--- src/hdl/mlet_pkg.sv ---
// Shared types and constants for the max line envelope tree.
package mlet_pkg;

   localparam int X_W    = 32;
   localparam int A_W    = 32;
   localparam int B_W    = 61;
   localparam int V_W    = 64;
   localparam int CSR_IDX_W = 8;

   localparam logic [CSR_IDX_W-1:0] REG_RANGE_LOW  = CSR_IDX_W'(0);
   localparam logic [CSR_IDX_W-1:0] REG_RANGE_HIGH = CSR_IDX_W'(1);

   localparam logic signed [X_W-1:0] RANGE_LOW_RST  = 32'sh8000_0000;
   localparam logic signed [X_W-1:0] RANGE_HIGH_RST = 32'sh7fff_ffff;

   localparam logic signed [B_W-1:0] EMPTY_B = -61'sd1000000000000000000;
   localparam logic signed [V_W-1:0] EMPTY_V = -64'sd1000000000000000000;

   localparam logic MODE_INSERT = 1'b0;
   localparam logic MODE_QUERY  = 1'b1;

   // line evaluations: which line at which x
   typedef enum logic [2:0] {
      EV_NEW_L = 3'd0,
      EV_OLD_L = 3'd1,
      EV_NEW_R = 3'd2,
      EV_OLD_R = 3'd3,
      EV_NEW_M = 3'd4,
      EV_OLD_M = 3'd5,
      EV_OLD_Q = 3'd6
   } ev_type;

   localparam int EV_COUNT = 7;

   typedef struct packed {
      logic   cfg_wr;
      logic   init_root;
      logic   take_item;
      logic   rd_en;
      logic   load_en;
      logic   mul_en;
      ev_type ev;
      logic   ins_step;
      logic   qry_step;
      logic   alloc;
      logic   link;
   } cmd_type;

   typedef struct packed {
      logic mode;
      logic ins_done;
      logic child_zero;
      logic pool_full;
      logic q_last;
   } stat_type;

endpackage

--- src/hdl/mlet_ctrl.sv ---
// Controller: sequences tree walks, evaluations, allocation and handshakes.
module mlet_ctrl (
   input  logic                           clock,
   input  logic                           reset,
   input  logic                           req_valid,
   output logic                           req_ready,
   output logic                           rsp_valid,
   input  logic                           rsp_ready,
   input  logic                           csr_valid,
   output logic                           csr_ready,
   input  logic [mlet_pkg::CSR_IDX_W-1:0] csr_index,
   input  mlet_pkg::stat_type             stat,
   output mlet_pkg::cmd_type              cmd
);
   typedef enum logic [3:0] {
      ST_INIT, ST_IDLE, ST_RD, ST_LOAD, ST_MUL, ST_DRAIN,
      ST_DECIDE, ST_ALLOC, ST_LINK, ST_RESP
   } state_type;

   state_type        state_ff;
   mlet_pkg::ev_type ev_ff;
   logic             ins_mode, cfg_hit;

   assign req_ready = (state_ff == ST_IDLE) && !(csr_valid && cfg_hit);
   assign csr_ready = (state_ff == ST_IDLE);
   assign rsp_valid = (state_ff == ST_RESP);
   assign ins_mode  = (stat.mode == mlet_pkg::MODE_INSERT);
   assign cfg_hit   = csr_index inside {mlet_pkg::REG_RANGE_LOW, mlet_pkg::REG_RANGE_HIGH};

   always_comb begin
      cmd           = '0;
      cmd.ev        = ev_ff;
      cmd.cfg_wr    = csr_valid && csr_ready;
      cmd.init_root = (state_ff == ST_INIT);
      cmd.take_item = req_valid && req_ready;
      cmd.rd_en     = (state_ff == ST_RD);
      cmd.load_en   = (state_ff == ST_LOAD);
      cmd.mul_en    = (state_ff == ST_MUL);
      cmd.ins_step  = (state_ff == ST_DECIDE) && ins_mode;
      cmd.qry_step  = (state_ff == ST_DECIDE) && !ins_mode;
      cmd.alloc     = (state_ff == ST_ALLOC);
      cmd.link      = (state_ff == ST_LINK);
   end

   always_ff @(posedge clock) begin
      if (reset) begin
         state_ff <= ST_INIT;
         ev_ff    <= mlet_pkg::EV_NEW_L;
      end else begin
         case (state_ff)
            ST_INIT: state_ff <= ST_IDLE;
            ST_IDLE: begin
               if (csr_valid && cfg_hit) begin
                  state_ff <= ST_INIT;
               end else if (req_valid) begin
                  state_ff <= ST_RD;
               end
            end
            ST_RD: state_ff <= ST_LOAD;
            ST_LOAD: begin
               ev_ff    <= ins_mode ? mlet_pkg::EV_NEW_L : mlet_pkg::EV_OLD_Q;
               state_ff <= ST_MUL;
            end
            ST_MUL: begin
               if (!ins_mode || ev_ff == mlet_pkg::EV_OLD_M) begin
                  state_ff <= ST_DRAIN;
               end else begin
                  ev_ff <= mlet_pkg::ev_type'(ev_ff + 3'd1);
               end
            end
            ST_DRAIN: state_ff <= ST_DECIDE;
            ST_DECIDE: begin
               if (!ins_mode) begin
                  state_ff <= stat.q_last ? ST_RESP : ST_RD;
               end else if (stat.ins_done) begin
                  state_ff <= ST_RESP;
               end else if (!stat.child_zero) begin
                  state_ff <= ST_RD;
               end else if (stat.pool_full) begin
                  state_ff <= ST_RESP;
               end else begin
                  state_ff <= ST_ALLOC;
               end
            end
            ST_ALLOC: state_ff <= ST_LINK;
            ST_LINK:  state_ff <= ST_RD;
            ST_RESP: begin
               if (rsp_ready) begin
                  state_ff <= ST_IDLE;
               end
            end
            default: state_ff <= ST_INIT;
         endcase
      end
   end

endmodule
--- config.mk ---
export PLATFORM = sky130hd
export DESIGN_NAME = mlet_ctrl
export DESIGN_NICKNAME = d
export VERILOG_FILES = /design/src/hdl/mlet_pkg.sv /design/src/hdl/mlet_ctrl.sv
export SDC_FILE = /design/constraint.sdc
export NUM_CORES = 1
export LEC_CHECK = 0
export BUFFER_PORTS_ARGS = -buffer_cell sky130_fd_sc_hd__clkbuf_2
export CAP_MARGIN = 10
export CORE_MARGIN = 1
export CORE_UTILIZATION = 47
export DETAILED_ROUTE_END_ITERATION = 6
export GPL_ROUTABILITY_DRIVEN = 0
export PLACE_DENSITY = 0.82
export SETUP_SLACK_MARGIN = 0.4
export SYNTH_ARGS = -nofsm -noshare
export SYNTH_HDL_FRONTEND = slang
export SYNTH_SLANG_ARGS = --single-unit
--- constraint.sdc ---
create_clock -name clock -period 3.75 [get_ports clock]
set_input_delay 0.5625 -clock clock [delete_from_list [all_inputs] [get_ports clock]]
set_output_delay 0.5625 -clock clock [all_outputs]
set_load 0.03 [all_outputs]
==> out/results.env <==
AREA_GROWTH_SYN_TO_LAYOUT_PCT=26.5
CLOCK_TREE.ROOT_CELL='clkbuf_4'
CRIT_FANOUT=13
SYN-NUM-NETS=98
LAYOUT_COMMON_CELLS='32 x clkbuf_2, 7 x inv_1, 7 x nor2_1, 7 x dfxtp_1, 5 x a21oi_1'
CRITPATHLAUNCHTYPE='flip-flop'
CTSHTREEMAXLEVEL=1
POST_ROUTE_CELLS_DRIVE_ABOVE_1_SHARE=0.422
ANTENNA_FOUND_INITIAL=0
HOLD_VIOLATIONS=0
WIRELENGTH_MM=1.42
HOLD_CLASS='reg2reg'
CLK-INSERTION-DELAY-LATE_NS=0.25
NUMCLOCKSINKS=7
SYNTHESIS.INSTANCES=78
TOTAL_NUMBER_OF_VIAS=684
SYN-CELL-AREA_UM2=662
GRT_MAX_DEGREE=14
MAX_SLEW.WORST_PIN.SLEW_NS=0.477
DETAIL_ROUTE.DRC_VIOLATIONS=0
SYNTH_AREA_LEADERS='dfxtp_1 21%, mux2i_1 4.5%, nor4b_2 4.5%'
GRT_USAGE=0.206
DIE_H_UM=39.5
NETLIST-CELL-TYPE-COUNT=39
NUM_ROWS=13
PORT-BUFFER-COUNT=32
CLK_PATH_BUF_DEPTH=2
TIMING.FINAL.CRIT_SHARE=0.642
SETUP.WORST_PATH.END_CLASS='primary output'
SYNTH_LARGEST_TYPE_AREA_FRACTION=0.212
DP.FINAL_HPWL_MM=1.11
DRV_SLEW=0
DIE_WIDTH_UM=39.5
ANTENNADIODECOUNT=0
MULTI_INPUT_AREA_UM2=465
SYNTH_WARNINGS=0
TRITONCTS.NUM_BUFFERS=3
POST-PLACE-CELLS=120
POST_CTS_SIZING_COUNT=0
SYNTH_SEQUENTIAL_AREA_RATIO=0.212
FLOORPLAN.IO_PINS=34
GRT_FIRST_PASS_WIRELENGTH_MM=2.17
NUMBER_OF_ENABLE_TYPE_REGISTER_CELLS_IN_THE_SYNTHESIZED_NETLIST=0
FINAL-SETUP-VIOL-COUNT=0
POWER.TOTAL_uW=350
GLOBAL_ROUTE.OVERFLOW_TOTAL=0
FINAL_NETS=130
DETAILEDROUTE.FIRSTITERATIONVIOLATIONS=5
SETUP-TNS-FINAL_NS=0
WORST_CLOCK_SKEW_NS=0.00753
TIMING.MAX_SLEW.REL_SLACK=0.674
LAYOUT_MIN_CYCLE_TIME_NS=2.41
ASR_FLOP_RATIO_SYNTH=0
CLOCK.FMAX_MHz=416
IR_WORST_VDD_mV=0.231
CP.REQUIRED_NS=3.19
HOLDBUFCOUNTCTS=0
INITIAL_CORE_UTILIZATION=0.509
RUN_STATUS='finished clean'
DATA_ARRIVAL_CRITICAL_PATH_NS=1.84
YOSYS_REGISTER_BITS=7
SYN-MEAN-INSTANCE-AREA_UM2=8.49
ROUTE.DETAILED.WL_PER_INST_UM=11.4
P_LEAK_nW=0.379
FINAL-INSTANCE-COUNT-EXCL-FILL=124
CLKTRANSATPATHREGS_NS=0.05
NUM-FILL-CELLS=118
YS.FLOP_TYPE='dfxtp_1'
GRT_SETUP_UNREPAIRED='false'
DRT.ANTENNA.VIOLATING_NETS=0
YOSYSTOPAREACELL='dfxtp_1'
FIRST_GLOBAL_VIAS=565
CRITICALPATHCATEGORY='reg2out'
REGISTER_AREA_UM2=140
POST_CTS_BUFFERS=0
TRITONCTS_CLOCK_TREE='built'
COMMONEST_NON_FILL_NON_TAP_CELL_IN_THE_LAYOUT='clkbuf_2'
DR_PASS1_ITERATIONS=3
DIE_AREA_UM2=1560
CORE_UM2=1300
DRV_CAP=0
POWER-PER-CELL-AREA_nW_PER_UM2=418
VIAS_PER_CELL=5.52
==> sequential cells by signal, summed over array words and instances, names as in the netlist <==
register / count
ev_ff: 3
state_ff: 4
==> per-layer routing <==
layer	track usage	vias to the layer above	part of all wire	wire (µm)
li1	-	347	-	-
met2	0.377	28	0.49	698
met3	0.0682	2	0.061	86
met4	0.0517	0	0.012	17
met5	0	-	0	0
met1	0.222	307	0.43	614
==> cells by family (layout without fill, tap and decap cells) <==
kind of cell	after synthesis	after routing	synth area share
mux	4	4	0.0624
compound gates	21	21	0.251
simple gates	32	32	0.352
flops	7	7	0.212
buf+inv	12	43	0.0851
fa+ha+maj	2	2	0.0378
==> through the flow <==
stage / utilization / hold WS (ns) / worst slack (ns) / cell area [µm²]
6_report: 0.643 / 0.501 / 1.34 / 837
3_5_place_dp: 0.623 / 0.487 / 1.60 / 811
5_1_grt: 0.643 / 0.531 / 1.21 / 837
2_1_floorplan: - / 0.607 / 1.31 / 662
3_3_place_gp: 0.623 / 0.483 / 1.62 / 811
4_1_cts: 0.643 / 0.497 / 1.33 / 837
==> cells in the mapped netlist, drive strengths merged (2+ instances only) <==
master / count
ha: 2
a211oi: 2
buf: 5
nor2b: 2
inv: 7
nor2: 7
nand2: 4
o21ai: 2
nor4: 2
dfxtp: 7
nor3: 3
and2: 5
a21oi: 7
mux2i: 3
nor4b: 4
==> worst max-delay path: stages, from the launching register on <==
cell	delay (ns)
dfxtp_1	0.62
nor4b_2	0.36
a21boi_4	0.28
and2_1	0.14
clkbuf_2	0.19
==> area by class of cell <==
| class | instances | area share |
|---|---|---|
| Timing Repair Buffer | 32 | 0.191 |
| Sequential cell | 7 | 0.167 |
| Tap cell | 15 | 0.0224 |
| Multi-Input combinational cell | 59 | 0.556 |
| Inverter | 7 | 0.0314 |
| Clock buffer | 4 | 0.0314 |
==> final timing paths <==
path / startpoint / to / slack [ns] / cells after the start
max: state_ff[0] / cmd[10] / 1.34 / 4
min: ev_ff[1] / ev_ff[1] / 0.50 / 2
max reg2reg: state_ff[2] / ev_ff[1] / 2.09 / 4
min reg2reg: ev_ff[1] / ev_ff[1] / 0.50 / 2
==> power breakdown <==
group          leakage [nW]  internal, mW  switching (mW)
clock network        0.0150        0.0406          0.0281
logic                 0.307        0.0672          0.0979
registers            0.0571        0.0848          0.0311
total                 0.379         0.193           0.157
Power figures use the tool's default switching activity.
